--- src/rtl/core/oair_pkg.sv ---
package oair_pkg;

    localparam int DEPTH       = 64;
    localparam int ENTRY_BITS  = 32;

    localparam int OP_W        = 3;
    localparam int POS_W       = 7;
    localparam int VAL_W       = 32;
    localparam int LIMIT_W     = 7;
    localparam int COUNT_OUT_W = 7;
    localparam int STATUS_W    = 2;
    localparam int WIDE_W      = 64;

    localparam int AW   = $clog2(DEPTH);
    localparam int CW   = $clog2(DEPTH + 1);
    localparam int CMPW = (CW > POS_W) ? CW : POS_W;

    localparam logic [LIMIT_W-1:0] LIMIT_RESET = LIMIT_W'(64);

    typedef enum logic [OP_W-1:0] {
        OP_PUSH      = 3'd0,
        OP_POP       = 3'd1,
        OP_INSERT    = 3'd2,
        OP_REMOVE    = 3'd3,
        OP_READ      = 3'd4,
        OP_READ_BACK = 3'd5,
        OP_CLEAR     = 3'd6,
        OP_NONE      = 3'd7
    } t_op;

    typedef enum logic [STATUS_W-1:0] {
        ST_OK    = 2'd0,
        ST_FULL  = 2'd1,
        ST_EMPTY = 2'd2,
        ST_RANGE = 2'd3
    } t_status;

    typedef enum logic [3:0] {
        S_IDLE,
        S_EXEC,
        S_SHIFT_UP,
        S_SHIFT_DN,
        S_DRAIN_UP,
        S_DRAIN_DN,
        S_WR_VAL,
        S_RD_WAIT,
        S_FINISH
    } t_state;

    typedef struct packed {
        logic load_req;
        logic push_wr;
        logic start_ins;
        logic start_rem;
        logic step_ins;
        logic step_rem;
        logic val_wr;
        logic rd_pos;
        logic rd_back;
        logic cap_rd;
        logic finish;
    } t_cmd;

    typedef struct packed {
        t_op  op;
        logic ok;
        logic no_move;
        logic last_step;
        logic out_free;
    } t_sts;

endpackage

--- src/rtl/core/oair_controller.sv ---
module oair_controller (
    input  logic            i_clk,
    input  logic            i_rst_n,
    input  logic            i_in_valid,
    input  oair_pkg::t_sts  i_sts,
    output logic            o_in_stall,
    output oair_pkg::t_cmd  o_cmd
);

    oair_pkg::t_state r_state;
    oair_pkg::t_state n_state;
    logic             accept;

    assign accept = i_in_valid && (r_state == oair_pkg::S_IDLE);

    always_ff @(posedge i_clk) begin
        if (!i_rst_n) begin
            r_state <= oair_pkg::S_IDLE;
        end else begin
            r_state <= n_state;
        end
    end

    always_comb begin
        n_state = r_state;
        unique case (r_state)
            oair_pkg::S_IDLE: begin
                if (accept) begin
                    n_state = oair_pkg::S_EXEC;
                end
            end
            oair_pkg::S_EXEC: begin
                n_state = oair_pkg::S_FINISH;
                if (i_sts.ok) begin
                    case (i_sts.op)
                        oair_pkg::OP_INSERT: begin
                            n_state = i_sts.no_move ? oair_pkg::S_WR_VAL : oair_pkg::S_SHIFT_UP;
                        end
                        oair_pkg::OP_REMOVE: begin
                            n_state = i_sts.no_move ? oair_pkg::S_FINISH : oair_pkg::S_SHIFT_DN;
                        end
                        oair_pkg::OP_READ, oair_pkg::OP_READ_BACK: begin
                            n_state = oair_pkg::S_RD_WAIT;
                        end
                        default: begin
                            n_state = oair_pkg::S_FINISH;
                        end
                    endcase
                end
            end
            oair_pkg::S_SHIFT_UP: begin
                if (i_sts.last_step) begin
                    n_state = oair_pkg::S_DRAIN_UP;
                end
            end
            oair_pkg::S_SHIFT_DN: begin
                if (i_sts.last_step) begin
                    n_state = oair_pkg::S_DRAIN_DN;
                end
            end
            oair_pkg::S_DRAIN_UP: begin
                n_state = oair_pkg::S_WR_VAL;
            end
            oair_pkg::S_DRAIN_DN: begin
                n_state = oair_pkg::S_FINISH;
            end
            oair_pkg::S_WR_VAL: begin
                n_state = oair_pkg::S_FINISH;
            end
            oair_pkg::S_RD_WAIT: begin
                n_state = oair_pkg::S_FINISH;
            end
            oair_pkg::S_FINISH: begin
                if (i_sts.out_free) begin
                    n_state = oair_pkg::S_IDLE;
                end
            end
            default: begin
                n_state = oair_pkg::S_IDLE;
            end
        endcase
    end

    always_comb begin
        o_cmd      = '0;
        o_in_stall = (r_state != oair_pkg::S_IDLE);
        unique case (r_state)
            oair_pkg::S_IDLE: begin
                o_cmd.load_req = accept;
            end
            oair_pkg::S_EXEC: begin
                if (i_sts.ok) begin
                    case (i_sts.op)
                        oair_pkg::OP_PUSH:      o_cmd.push_wr   = 1'b1;
                        oair_pkg::OP_INSERT:    o_cmd.start_ins = 1'b1;
                        oair_pkg::OP_REMOVE:    o_cmd.start_rem = 1'b1;
                        oair_pkg::OP_READ:      o_cmd.rd_pos    = 1'b1;
                        oair_pkg::OP_READ_BACK: o_cmd.rd_back   = 1'b1;
                        default: begin
                        end
                    endcase
                end
            end
            oair_pkg::S_SHIFT_UP: begin
                o_cmd.step_ins = 1'b1;
            end
            oair_pkg::S_SHIFT_DN: begin
                o_cmd.step_rem = 1'b1;
            end
            oair_pkg::S_WR_VAL: begin
                o_cmd.val_wr = 1'b1;
            end
            oair_pkg::S_RD_WAIT: begin
                o_cmd.cap_rd = 1'b1;
            end
            oair_pkg::S_FINISH: begin
                o_cmd.finish = i_sts.out_free;
            end
            default: begin
            end
        endcase
    end

endmodule

--- src/rtl/core/oair_datapath.sv ---
module oair_datapath (
    input  logic                               i_clk,
    input  logic                               i_rst_n,
    input  logic                               i_cfg_we,
    input  logic [oair_pkg::LIMIT_W-1:0]       i_cfg_wdata,
    input  logic [oair_pkg::OP_W-1:0]          i_op,
    input  logic [oair_pkg::POS_W-1:0]         i_position,
    input  logic [oair_pkg::VAL_W-1:0]         i_entry_value,
    input  logic                               i_out_stall,
    input  oair_pkg::t_cmd                     i_cmd,
    output oair_pkg::t_sts                     o_sts,
    output logic                               o_out_valid,
    output logic [oair_pkg::VAL_W-1:0]         o_read_value,
    output logic [oair_pkg::COUNT_OUT_W-1:0]   o_entry_count,
    output logic [oair_pkg::STATUS_W-1:0]      o_status
);

    logic [oair_pkg::ENTRY_BITS-1:0] r_mem [oair_pkg::DEPTH];
    logic [oair_pkg::ENTRY_BITS-1:0] r_rdata;

    oair_pkg::t_op                   r_op;
    logic [oair_pkg::CMPW-1:0]       r_pos;
    logic [oair_pkg::ENTRY_BITS-1:0] r_val;
    logic [oair_pkg::ENTRY_BITS-1:0] r_res;
    logic [oair_pkg::CW-1:0]         r_count;
    logic [oair_pkg::CW-1:0]         n_count;
    logic [oair_pkg::LIMIT_W-1:0]    r_limit;
    logic [oair_pkg::AW-1:0]         r_ptr;
    logic                            r_wv;
    logic [oair_pkg::AW-1:0]         r_wa;

    logic                               r_out_valid;
    logic [oair_pkg::VAL_W-1:0]         r_out_data;
    logic [oair_pkg::COUNT_OUT_W-1:0]   r_out_count;
    oair_pkg::t_status                  r_out_status;

    logic [oair_pkg::WIDE_W-1:0]     wide_in;
    logic [oair_pkg::WIDE_W-1:0]     wide_res;
    logic [oair_pkg::CMPW-1:0]       cnt_x;
    logic [oair_pkg::CMPW-1:0]       lim_x;
    logic [oair_pkg::CMPW-1:0]       ptr_x;
    logic [oair_pkg::CW-1:0]         back_idx;
    logic                            full;
    logic                            empty;
    oair_pkg::t_status               status;
    logic                            no_move;
    logic                            last_step;
    logic                            out_free;

    logic                            we;
    logic [oair_pkg::AW-1:0]         wa;
    logic [oair_pkg::ENTRY_BITS-1:0] wd;
    logic                            re;
    logic [oair_pkg::AW-1:0]         ra;

    assign wide_in  = oair_pkg::WIDE_W'(i_entry_value);
    assign wide_res = oair_pkg::WIDE_W'(r_res);
    assign cnt_x    = oair_pkg::CMPW'(r_count);
    assign lim_x    = (oair_pkg::CMPW'(r_limit) > oair_pkg::CMPW'(oair_pkg::DEPTH))
                    ? oair_pkg::CMPW'(oair_pkg::DEPTH) : oair_pkg::CMPW'(r_limit);
    assign ptr_x    = oair_pkg::CMPW'(r_ptr);
    assign back_idx = r_count - oair_pkg::CW'(1);
    assign full     = (cnt_x >= lim_x);
    assign empty    = (r_count == '0);
    assign out_free = !r_out_valid || !i_out_stall;

    always_comb begin
        status = oair_pkg::ST_OK;
        case (r_op)
            oair_pkg::OP_PUSH: begin
                if (full) status = oair_pkg::ST_FULL;
            end
            oair_pkg::OP_INSERT: begin
                if (full) status = oair_pkg::ST_FULL;
                else if (r_pos > cnt_x) status = oair_pkg::ST_RANGE;
            end
            oair_pkg::OP_POP, oair_pkg::OP_READ_BACK: begin
                if (empty) status = oair_pkg::ST_EMPTY;
            end
            oair_pkg::OP_REMOVE, oair_pkg::OP_READ: begin
                if (empty) status = oair_pkg::ST_EMPTY;
                else if (r_pos >= cnt_x) status = oair_pkg::ST_RANGE;
            end
            default: begin
            end
        endcase
    end

    always_comb begin
        no_move   = 1'b0;
        last_step = 1'b0;
        case (r_op)
            oair_pkg::OP_INSERT: begin
                no_move   = (r_pos == cnt_x);
                last_step = (ptr_x == r_pos + oair_pkg::CMPW'(1));
            end
            oair_pkg::OP_REMOVE: begin
                no_move   = (r_pos + oair_pkg::CMPW'(1) == cnt_x);
                last_step = (ptr_x + oair_pkg::CMPW'(1) == cnt_x);
            end
            default: begin
            end
        endcase
    end

    always_comb begin
        n_count = r_count;
        if (status == oair_pkg::ST_OK) begin
            case (r_op)
                oair_pkg::OP_PUSH, oair_pkg::OP_INSERT: n_count = r_count + oair_pkg::CW'(1);
                oair_pkg::OP_POP, oair_pkg::OP_REMOVE:  n_count = r_count - oair_pkg::CW'(1);
                oair_pkg::OP_CLEAR:                     n_count = '0;
                default:                                n_count = r_count;
            endcase
        end
    end

    always_comb begin
        we = 1'b1;
        wa = r_wa;
        wd = r_rdata;
        if (!r_wv) begin
            wd = r_val;
            if (i_cmd.push_wr) begin
                wa = r_count[oair_pkg::AW-1:0];
            end else if (i_cmd.val_wr) begin
                wa = r_pos[oair_pkg::AW-1:0];
            end else begin
                we = 1'b0;
            end
        end
    end

    always_comb begin
        re = 1'b1;
        ra = r_ptr;
        if (i_cmd.step_ins) begin
            ra = r_ptr - oair_pkg::AW'(1);
        end else if (i_cmd.step_rem) begin
            ra = r_ptr;
        end else if (i_cmd.rd_pos) begin
            ra = r_pos[oair_pkg::AW-1:0];
        end else if (i_cmd.rd_back) begin
            ra = back_idx[oair_pkg::AW-1:0];
        end else begin
            re = 1'b0;
        end
    end

    always_ff @(posedge i_clk) begin
        if (we) begin
            r_mem[wa] <= wd;
        end
        if (re) begin
            r_rdata <= r_mem[ra];
        end
    end

    always_ff @(posedge i_clk) begin
        if (i_cmd.load_req) begin
            r_op  <= oair_pkg::t_op'(i_op);
            r_pos <= oair_pkg::CMPW'(i_position);
            r_val <= wide_in[oair_pkg::ENTRY_BITS-1:0];
            r_res <= '0;
        end else if (i_cmd.cap_rd) begin
            r_res <= r_rdata;
        end
        if (i_cmd.start_ins) begin
            r_ptr <= r_count[oair_pkg::AW-1:0];
        end else if (i_cmd.start_rem) begin
            r_ptr <= r_pos[oair_pkg::AW-1:0] + oair_pkg::AW'(1);
        end else if (i_cmd.step_ins) begin
            r_ptr <= r_ptr - oair_pkg::AW'(1);
        end else if (i_cmd.step_rem) begin
            r_ptr <= r_ptr + oair_pkg::AW'(1);
        end
        if (i_cmd.step_ins) begin
            r_wa <= r_ptr;
        end else if (i_cmd.step_rem) begin
            r_wa <= r_ptr - oair_pkg::AW'(1);
        end
        if (i_cmd.finish) begin
            r_out_data   <= wide_res[oair_pkg::VAL_W-1:0];
            r_out_count  <= oair_pkg::COUNT_OUT_W'(n_count);
            r_out_status <= status;
        end
    end

    always_ff @(posedge i_clk) begin
        if (!i_rst_n) begin
            r_count     <= '0;
            r_limit     <= oair_pkg::LIMIT_RESET;
            r_wv        <= 1'b0;
            r_out_valid <= 1'b0;
        end else begin
            r_wv <= i_cmd.step_ins || i_cmd.step_rem;
            if (i_cfg_we) begin
                r_limit <= i_cfg_wdata;
            end
            if (i_cmd.finish) begin
                r_count     <= n_count;
                r_out_valid <= 1'b1;
            end else if (!i_out_stall) begin
                r_out_valid <= 1'b0;
            end
        end
    end

    assign o_sts.op        = r_op;
    assign o_sts.ok        = (status == oair_pkg::ST_OK);
    assign o_sts.no_move   = no_move;
    assign o_sts.last_step = last_step;
    assign o_sts.out_free  = out_free;

    assign o_out_valid   = r_out_valid;
    assign o_read_value  = r_out_data;
    assign o_entry_count = r_out_count;
    assign o_status      = r_out_status;

endmodule

--- src/rtl/core/ordered_array_insert_remove.sv ---
// Bounded ordered array of 64 entries of 32 bits, one request per transfer.
// Input channel: i_in_valid with o_in_stall carries i_op, i_position and
// i_entry_value. Output channel: o_out_valid with i_out_stall carries
// o_read_value, o_entry_count and o_status, one result per request.
// The register capacity_limit is written through i_cfg_we and i_cfg_wdata.
// One request is worked at a time; o_in_stall is high from the cycle after
// a transfer until the result is loaded into the output register.
// Each request passes EXEC and ends in FINISH. Push, pop, clear, the unused
// op, failed requests and removing the back entry go straight there; reads
// pass RD_WAIT and inserting at the back passes WR_VAL. Any other insert
// shifts entries up in SHIFT_UP, then passes DRAIN_UP and WR_VAL; any other
// remove shifts down in SHIFT_DN, then passes DRAIN_DN. The entry memory
// moves one entry per cycle. The next request is taken the cycle after the
// result is loaded, while that result may still wait in the output register.
// A stalled result holds in the output register; when a new result is ready
// and the output register is still stalled, the block waits before loading.
// Reset, synchronous and active low, empties the array, sets the limit to 64
// and drops o_out_valid; the memory contents are not cleared.
module ordered_array_insert_remove (
    input  logic                               i_clk,
    input  logic                               i_rst_n,
    input  logic                               i_cfg_we,
    input  logic [oair_pkg::LIMIT_W-1:0]       i_cfg_wdata,
    input  logic                               i_in_valid,
    output logic                               o_in_stall,
    input  logic [oair_pkg::OP_W-1:0]          i_op,
    input  logic [oair_pkg::POS_W-1:0]         i_position,
    input  logic [oair_pkg::VAL_W-1:0]         i_entry_value,
    output logic                               o_out_valid,
    input  logic                               i_out_stall,
    output logic [oair_pkg::VAL_W-1:0]         o_read_value,
    output logic [oair_pkg::COUNT_OUT_W-1:0]   o_entry_count,
    output logic [oair_pkg::STATUS_W-1:0]      o_status
);

    oair_pkg::t_cmd cmd;
    oair_pkg::t_sts sts;

    oair_controller u_ctrl (
        .i_clk      (i_clk),
        .i_rst_n    (i_rst_n),
        .i_in_valid (i_in_valid),
        .i_sts      (sts),
        .o_in_stall (o_in_stall),
        .o_cmd      (cmd)
    );

    oair_datapath u_dp (
        .i_clk         (i_clk),
        .i_rst_n       (i_rst_n),
        .i_cfg_we      (i_cfg_we),
        .i_cfg_wdata   (i_cfg_wdata),
        .i_op          (i_op),
        .i_position    (i_position),
        .i_entry_value (i_entry_value),
        .i_out_stall   (i_out_stall),
        .i_cmd         (cmd),
        .o_sts         (sts),
        .o_out_valid   (o_out_valid),
        .o_read_value  (o_read_value),
        .o_entry_count (o_entry_count),
        .o_status      (o_status)
    );

endmodule

--- config.mk ---
export PLATFORM = sky130hd
export DESIGN_NAME = ordered_array_insert_remove
export DESIGN_NICKNAME = d
export VERILOG_FILES = /design/src/rtl/core/oair_pkg.sv /design/src/rtl/core/oair_controller.sv /design/src/rtl/core/oair_datapath.sv /design/src/rtl/core/ordered_array_insert_remove.sv
export SDC_FILE = /design/constraint.sdc
export NUM_CORES = 2
export LEC_CHECK = 0
export BUFFER_PORTS_ARGS = -buffer_cell sky130_fd_sc_hd__buf_4
export CELL_PAD_IN_SITES_DETAIL_PLACEMENT = 2
export CELL_PAD_IN_SITES_GLOBAL_PLACEMENT = 2
export CORE_MARGIN = 5
export CORE_UTILIZATION = 40
export CTS_BUF_LIST = sky130_fd_sc_hd__clkbuf_8
export CTS_CLUSTER_DIAMETER = 150
export CTS_CLUSTER_SIZE = 16
export DETAILED_ROUTE_END_ITERATION = 6
export PLACE_DENSITY = 0.65
export SYNTH_ARGS = -nofsm -noshare
export SYNTH_HDL_FRONTEND = slang
export SYNTH_SLANG_ARGS = --single-unit
--- constraint.sdc ---
create_clock -name i_clk -period 7.4 [get_ports i_clk]
set_input_delay 1.11 -clock i_clk [delete_from_list [all_inputs] [get_ports i_clk]]
set_output_delay 1.11 -clock i_clk [all_outputs]
set_load 0.02 [all_outputs]
# --- Word-level counts from Yosys, hierarchy flattened ---
# Memories as Yosys holds them, arrays and structs flattened. A register that Yosys moved wholly into a read port is not among the register bits.
# Cells that the tools add are included.
word_totals:
  ram_bits: 2048
  out_inout_bits: 43
  rom_bits: 0
  regBits: 147
  latch_bits: 0
  n_memories: 1
  wordCells: 129
  input_bits: 54
op_classes:
  mux: 61
  n_lt_le_gt_ge: 4
  n_shift: 0
  mul: 0
  bitwise: 0
  n_eq_ne: 23
  n_reduce_logical: 19
  n_div: 0
  n_addsub: 7
mem_list:
  columns: ["memory", "words", "width", "rd", "rd_ports_with_merged_regs", "wr", "line_no", "rtl"]
  rows:
  - ["u_dp.r_mem", 64, 32, 1, 1, 1, "oair_datapath.sv:18", "logic [oair_pkg::ENTRY_BITS-1:0] r_mem [oair_pkg::DEPTH];"]
ops:
  columns: ["cell", "count"]
  rows:
  - ["6-bit two-way mux", 13]
  - ["32-bit two-way mux", 1]
  - ["4-bit case mux with 7 select lines", 1]
  - ["4-bit two-way mux", 6]
  - ["1-bit two-way mux", 23]
  - ["7-bit == test", 3]
  - ["7-bit case mux with 3 select lines", 1]
  - ["4-bit by 3-bit == test with 1-bit output, second input constant", 4]
  - ["7-bit by 1-bit adder with 7-bit output, second input constant", 2]
  - ["7-bit greater-or-equal comparator", 2]
  - ["2-bit two-way mux", 7]
  - ["7-bit two-way mux", 2]
  - ["6-bit by 1-bit adder with 6-bit output, second input constant", 2]
  - ["4-bit case mux with 3 select lines", 1]
  - ["2-bit by 1-bit != test with 1-bit output, second input constant", 5]
  - ["2-bit OR reduction", 5]
  - ["3-bit == test, second input constant", 3]
  - ["3-bit two-way mux", 3]
  - ["4-bit by 2-bit == test with 1-bit output, second input constant", 2]
  - ["2-bit case mux with 4 select lines", 1]
  - ["4-bit nonzero test", 2]
  - ["6-bit by 1-bit adder with 7-bit output, second input constant", 1]
  - ["6-bit by 7-bit == test with 1-bit output", 1]
  - ["7-bit greater-than comparator", 1]
  - ["other kinds (18)", 22]

# --- Depth between registers and ports, before layout ---
depth:
  depth_word: 12
  mapped_depth: 20
  mapped_depth_nobuf: 13

# --- Cells and area by module ---
# From an unflattened synthesis, not the netlist that was laid out.
unflattened:
  cells_unflattened: 6212
  area_unflattened_um2: 89906.2
modules_own_cells:
  columns: ["module", "cells_each", "seq_area_each_um2", "area_per_inst_um2", "instances"]
  rows:
  - ["oair_datapath", 6155, 66273.6, 89517.1, 1]
  - ["oair_controller", 57, 80.1, 389.1, 1]

# --- Least setup slack after synthesis ---
# No wires, ideal clock.
synth_timing:
  path_kind: "register -> register"
  start: "register u_dp.r_count, in the netlist u_dp.cnt_x[0]"
  end: "memory u_dp.r_mem[39][0] in the netlist's numbering, enable pin"
  path_buffers: 0
  setup_ns: 0.461
  setup_slack_ns: 1.503
  period_less_slack_ns: 5.897
  t_required_ns: 6.939
  arrival_ns: 5.436
  stages_incl_launch_ff: 13
  cell_sequence: "dfxtp_1 > clkinv_1 > ha_1 > nand2b_1 > a21o_1 > a21o_1 > a21o_1 > a21o_1 > a2111o_1 > a31oi_1 > o221ai_1 > or2_2 > nor3_1"
synth_via:
  elab_chain_len: 11
  word_cells_on_any_way: 20
  cone_classes: "order compare: 3; mux: 15; reduce/logical: 2"
synth_lines:
  columns: ["item", "line_no", "rtl"]
  rows:
  - ["from (decl)", "oair_datapath.sv:25", "logic [oair_pkg::CW-1:0] r_count;"]
  - ["from (signal assigned)", "oair_datapath.sv:201", "r_count <= n_count;"]
  - ["7-bit greater-or-equal comparator / 7-bit greater-than comparator (equally long branches)", "oair_datapath.sv:82, oair_datapath.sv:75", null]
  - ["2-bit two-way mux (on tied branches)", "oair_datapath.sv:82, oair_datapath.sv:75", null]
  - ["2-bit two-way mux (on tied branches)", "oair_datapath.sv:81, oair_datapath.sv:74", null]
  - ["2-bit case mux with 4 select lines", "oair_datapath.sv:69", "case (r_op)"]
  - ["2-bit zero test", "oair_datapath.sv:210", "assign o_sts.ok = (status == oair_pkg::ST_OK);"]
  - ["3-bit two-way mux", "oair_controller.sv:92", "if (i_sts.ok) begin"]
  - ["3-bit two-way mux", "oair_controller.sv:87", "unique case (r_state)"]
  - ["1-bit two-way mux", "oair_datapath.sv:124", "if (i_cmd.push_wr) begin"]
  - ["1-bit two-way mux", "oair_datapath.sv:122", "if (!r_wv) begin"]
  - ["1-bit two-way mux", "oair_datapath.sv:151", "if (we) begin"]
  - ["1-bit two-way mux (not written as such)", "oair_datapath.sv:152", "r_mem[wa] <= wd;"]
  - ["to (decl)", "oair_datapath.sv:18", null]
# Several ways; a longest one is shown, not always the timed one.

# --- Worst setup path after layout ---
layout_timing:
  start: "register u_dp.r_count, in the netlist u_dp.cnt_x[4]"
  end: "register u_dp.r_rdata[28] in the netlist's numbering, read port of u_dp.r_mem (data pin)"
layout_via:
  elab_chain_len: 11
  word_cells_on_any_way: 23
  cone_classes: "add/sub: 1; order compare: 3; mux: 17; reduce/logical: 2"
layout_lines:
  columns: ["item", "line_no", "rtl"]
  rows:
  - ["7-bit greater-or-equal comparator / 7-bit greater-than comparator (equally long branches)", "oair_datapath.sv:82, oair_datapath.sv:75", null]
  - ["2-bit two-way mux (on tied branches)", "oair_datapath.sv:82, oair_datapath.sv:75", null]
  - ["2-bit two-way mux (on tied branches)", "oair_datapath.sv:81, oair_datapath.sv:74", null]
  - ["2-bit case mux with 4 select lines", "oair_datapath.sv:69", null]
  - ["2-bit zero test", "oair_datapath.sv:210", null]
  - ["2-bit two-way mux", "oair_controller.sv:92", null]
  - ["2-bit two-way mux", "oair_controller.sv:87", null]
  - ["6-bit two-way mux / 1-bit two-way mux (equally long branches)", "oair_datapath.sv:143", "end else if (i_cmd.rd_back) begin"]
  - ["6-bit two-way mux / 1-bit two-way mux (equally long branches)", "oair_datapath.sv:141", "end else if (i_cmd.rd_pos) begin"]
  - ["6-bit two-way mux / 1-bit two-way mux (equally long branches)", "oair_datapath.sv:139", "end else if (i_cmd.step_rem) begin"]
  - ["6-bit two-way mux / 1-bit two-way mux (equally long branches)", "oair_datapath.sv:137", "if (i_cmd.step_ins) begin"]
  - ["to (decl)", "oair_datapath.sv:19", "logic [oair_pkg::ENTRY_BITS-1:0] r_rdata;"]
# Several ways; a longest one is shown, not always the timed one.
# A chain may end at the register's enable or synchronous reset.

==> implementation parameters <==
Parameter                              Value

Status
  Run status    complete, but fails checks
  Violated checks    design-rule violations

Timing
  Hold violation total from the final report    0
  Minimum clock period    6.680 ns
  Max Fclk    0.1497 GHz
  Number of pins with negative max-slew slack in the final report    0
  Worst-case headroom to the max-slew limit    10.48%
  Count of final setup violators    0
  Maximum clock skew at final layout    0.07598 ns
  RSZ-0062 raised after global routing    false
  Final worst-path cycle share    90.27%
  Post-route setup TNS    0 ns
  Actual transition at the worst max-transition pin    1.329 ns

Routing
  Routed wire length    329800 um
  Residual DRC    3
  Post-DR wirelength/cell    37.10 um
  Via-to-Cell Ratio    6.302
  Count of antenna-violating nets left after detailed routing    0
  Number of optimization iterations in the first detailed-route pass    7
  Routed vias    56040
  First-iteration detailed-routing DRC count    7341

Clock tree
  Clock sink count    2227
  Number of buffers inserted for hold repair after clock tree synthesis    0
  TritonCTS clock tree    built
  Clock Tree Root    sky130_fd_sc_hd__clkbuf_8
  H-tree levels    4
  Clock slew at reported path FFs    0.11 ns
  Number of CTS-inserted buffers    157
  Skew-Pair Late Insertion Delay    0.99 ns
  Setup Buffers After CTS    0
  Number of gates resized after CTS    0
  Number of buffers on the longest clock path    3

Power
  Net Sw Power    14.17 mW
  Net switching share of the total power    40.46%
  PD cells    363.4 mW/mm2
  Internal Pwr Total    20.85 mW
  Relative contribution of combinational cells to total power    38.6%
  VDD IR max    0.1969 mV
  Flop pwr share    44.1%
  Relative contribution of the clock network to total power    17.3%
  Lkg Pwr    31.21 nW

Die
  Top Ports    97
  Core Footprint    0.2195 mm2
  Initial Util    40.16%
  Die H    479.5 um
  Site row count    172
  Full die area    0.2299 mm2
  Width of the chip    479.5 um

Worst setup path
  CP required    8.15 ns
  Crit path max-delay family    compound AO/OA/AOI/OAI gates
  Cell with the largest stage delay on the worst path    sky130_fd_sc_hd__a221oi_1
  Endpoint kind of the worst setup timing path    flop
  Largest driver fanout on the critical path    35
  Worst path max stage delay    1.08 ns
  Buf+Inv Stages, Crit Path    2
  Signal arrival time at the worst endpoint    7.43 ns
  Critical path start-end classification    flop to flop
  Type of element launching the critical path    flop
  Series of cell instances along the critical path    clkinv_1 -> ha_1 -> a21oi_1 -> o21ai_0 -> a21oi_1 -> o22ai_1 -> o211ai_4 -> and2_4 -> buf_4 -> mux2i_1 -> a221oi_1 -> a221oi_1 -> o22ai_1 -> a211o_1

Synthesis
  Synth Cell Area    0.08815 mm2
  Count of synthesis-stage warnings from yosys    0
  Netlist cell types    82
  Leading register cell type out of synthesis    sky130_fd_sc_hd__edfxtp_1
  Share of the yosys chip area belonging to registers    75.27%
  Average footprint of a synthesized cell    15.15 um2
  EDFF count, synth    2175
  Post-Syn Instances    5818
  Syn Nets    5894
  Ys async rst share    0%
  Number of storage elements in the synthesis netlist    2227

Global route
  Via count of the first global-routing pass    58540
  Pin count of the biggest net entering global routing    94
  GRT Total Usage    28.13%
  GRT overflow    0
  Global-route wire length before repair    460800 um
  Antenna violations before repair    30

Layout
  Top library cells by usage in the layout, fill and taps aside    sky130_fd_sc_hd__edfxtp_1 (2175), sky130_fd_sc_hd__nand2_1 (1114), sky130_fd_sc_hd__buf_4 (351)
  Nets@finish    6041
  Cell area after layout    0.09637 mm2
  Leading cell type in the layout, fill and taps excluded    sky130_fd_sc_hd__edfxtp_1
  Fraction of layout cells with a size suffix above 1    13.35%
  Area delta synth->final    9.322%

Place
  Detailed-placement wirelength estimate    199300 um
  Area after detailed placement    0.09391 mm2
  Count of input and output buffers    96
  Placer congestion estimate    0.8393

Job
  Number of violations of the max-capacitance limit    0

Worst hold path
  Hold WC Path Type    primary input to flop
## worst paths after layout
path                     from  cells after the start               endpoint  slack [ns]
max             u_dp.cnt_x[4]                     14       u_dp.r_rdata[28]        0.72
min          i_entry_value[7]                      1          u_dp.r_val[7]        0.28
max reg2reg     u_dp.cnt_x[4]                     14       u_dp.r_rdata[28]        0.72
min reg2reg    u_dp.r_res[28]                      0  u_dp.o_read_value[28]        0.44
## cells by family after synthesis
group	count (synthesis)	share of synthesized area (%)
DFF	2227	75.27
muxes	328	5.233
buffers and inverters	423	2.193
xor gates and xnor gates	40	0.3974
adders and majority gates	22	0.3123
AOI/OAI and AO/OA	905	7.257
and+or+nand+nor	1873	9.336
## layer usage
layer	part of all wire [%]	GRT usage (%)	wire length [um]	vias to the layer above
met5	0.042	0	140	-
met4	4.2	10.95	13970	12
met3	8.0	4.657	26220	492
met2	46	44.47	153200	2528
met1	41	39.20	136300	30390
li1	-	-	-	22610
## sequential cells by signal, indices dropped and copies added, names as in the netlist
signal / flops
u_dp.r_pos: 7
u_dp.r_wa: 6
u_ctrl.r_state: 4
u_dp.r_res: 32
u_dp.r_op: 3
u_dp.r_mem: 2048
u_dp.o_entry_count: 7
u_dp.r_val: 32
u_dp.o_read_value: 32
u_dp.r_limit: 7
u_dp.r_wv: 1
u_dp.o_out_valid: 1
u_dp.r_ptr: 6
u_dp.r_rdata: 32
u_dp.cnt_x: 7
u_dp.o_status: 2
## worst register-to-register path, cell delays in order (launching register included)
cell,delay (ns)
sky130_fd_sc_hd__dfxtp_1,0.64
sky130_fd_sc_hd__clkinv_1,0.37
sky130_fd_sc_hd__ha_1,0.40
sky130_fd_sc_hd__a21oi_1,0.12
sky130_fd_sc_hd__o21ai_0,0.13
sky130_fd_sc_hd__a21oi_1,0.55
sky130_fd_sc_hd__o22ai_1,0.33
sky130_fd_sc_hd__o211ai_4,0.36
sky130_fd_sc_hd__and2_4,0.80
sky130_fd_sc_hd__buf_4,0.69
sky130_fd_sc_hd__mux2i_1,0.33
sky130_fd_sc_hd__a221oi_1,0.13
sky130_fd_sc_hd__a221oi_1,1.08
sky130_fd_sc_hd__o22ai_1,0.25
sky130_fd_sc_hd__a211o_1,0.29
## cell usage after synthesis (12+ instances only)
master,n,area (um2)
sky130_fd_sc_hd__buf_1,36,135.1
sky130_fd_sc_hd__nand3_1,327,1637
sky130_fd_sc_hd__a32oi_1,68,595.6
sky130_fd_sc_hd__a221oi_1,52,455.4
sky130_fd_sc_hd__or3_1,19,118.9
sky130_fd_sc_hd__a22o_1,21,183.9
sky130_fd_sc_hd__inv_1,22,82.58
sky130_fd_sc_hd__o22ai_1,44,275.3
sky130_fd_sc_hd__buf_6,12,135.1
sky130_fd_sc_hd__nor2_1,128,480.5
sky130_fd_sc_hd__xnor2_1,26,227.7
sky130_fd_sc_hd__a211oi_1,82,615.6
sky130_fd_sc_hd__and3_1,146,913.4
sky130_fd_sc_hd__nor3_1,27,135.1
sky130_fd_sc_hd__a21o_1,28,210.2
sky130_fd_sc_hd__buf_2,105,525.5
sky130_fd_sc_hd__edfxtp_1,2175,65310
sky130_fd_sc_hd__a311oi_1,31,271.5
sky130_fd_sc_hd__a31oi_1,174,1089
sky130_fd_sc_hd__o21ai_0,39,195.2
sky130_fd_sc_hd__mux4_2,103,2320
sky130_fd_sc_hd__mux2_2,33,371.6
sky130_fd_sc_hd__nand4_1,14,87.58
sky130_fd_sc_hd__a22oi_1,29,217.7
sky130_fd_sc_hd__nand2b_1,17,106.4
sky130_fd_sc_hd__nor4_1,15,93.84
sky130_fd_sc_hd__clkbuf_1,216,810.8
sky130_fd_sc_hd__o211ai_1,48,360.4
sky130_fd_sc_hd__o221ai_1,19,166.4
sky130_fd_sc_hd__or4_1,16,120.1
sky130_fd_sc_hd__xor2_1,14,122.6
sky130_fd_sc_hd__o311ai_0,21,183.9
sky130_fd_sc_hd__buf_4,27,202.7
sky130_fd_sc_hd__nand2_1,1121,4208
sky130_fd_sc_hd__mux2i_1,192,1922
sky130_fd_sc_hd__dfxtp_1,52,1041
sky130_fd_sc_hd__a21oi_1,177,885.9
sky130_fd_sc_hd__ha_1,22,275.3
## per-stage QoR
step	power [mW]	utilization [%]	setup slack, ns	cells	hold slack, ns
after floorplan	22.69	-	1.503	5818	0.4081
after CTS	35.05	43.89	0.8691	8878	0.1805
final	35.02	43.90	0.7201	8891	0.2835
after detailed placement	29.13	42.78	0.8595	8677	0.4175
after global routing	36.18	43.89	0.5556	8882	0.2151
after global placement	28.71	42.78	0.8331	8676	0.4122
## final cells by class
type | count | area [um2]
tap | 2871 | 3592
antenna | 13 | 32.53
clock buffer | 159 | 2188
timing repair buffer | 386 | 3336
fill | 20910 | 123100
inverter | 25 | 93.84
sequential | 2227 | 66350
multi-input combinational | 3168 | 20530
clock inverter | 42 | 239.0
## power by group through the flow
stage	registers, mW	clock network [mW]	logic, mW
finish	15.5	6.06	13.5
floorplan	15.5	0	7.16
CTS	15.4	6.16	13.4
global route	15.5	6.66	14.0
detailed placement	15.7	0	13.4
global placement	15.7	0	13.0
No activity file was read; power rests on OpenSTA's default activity.
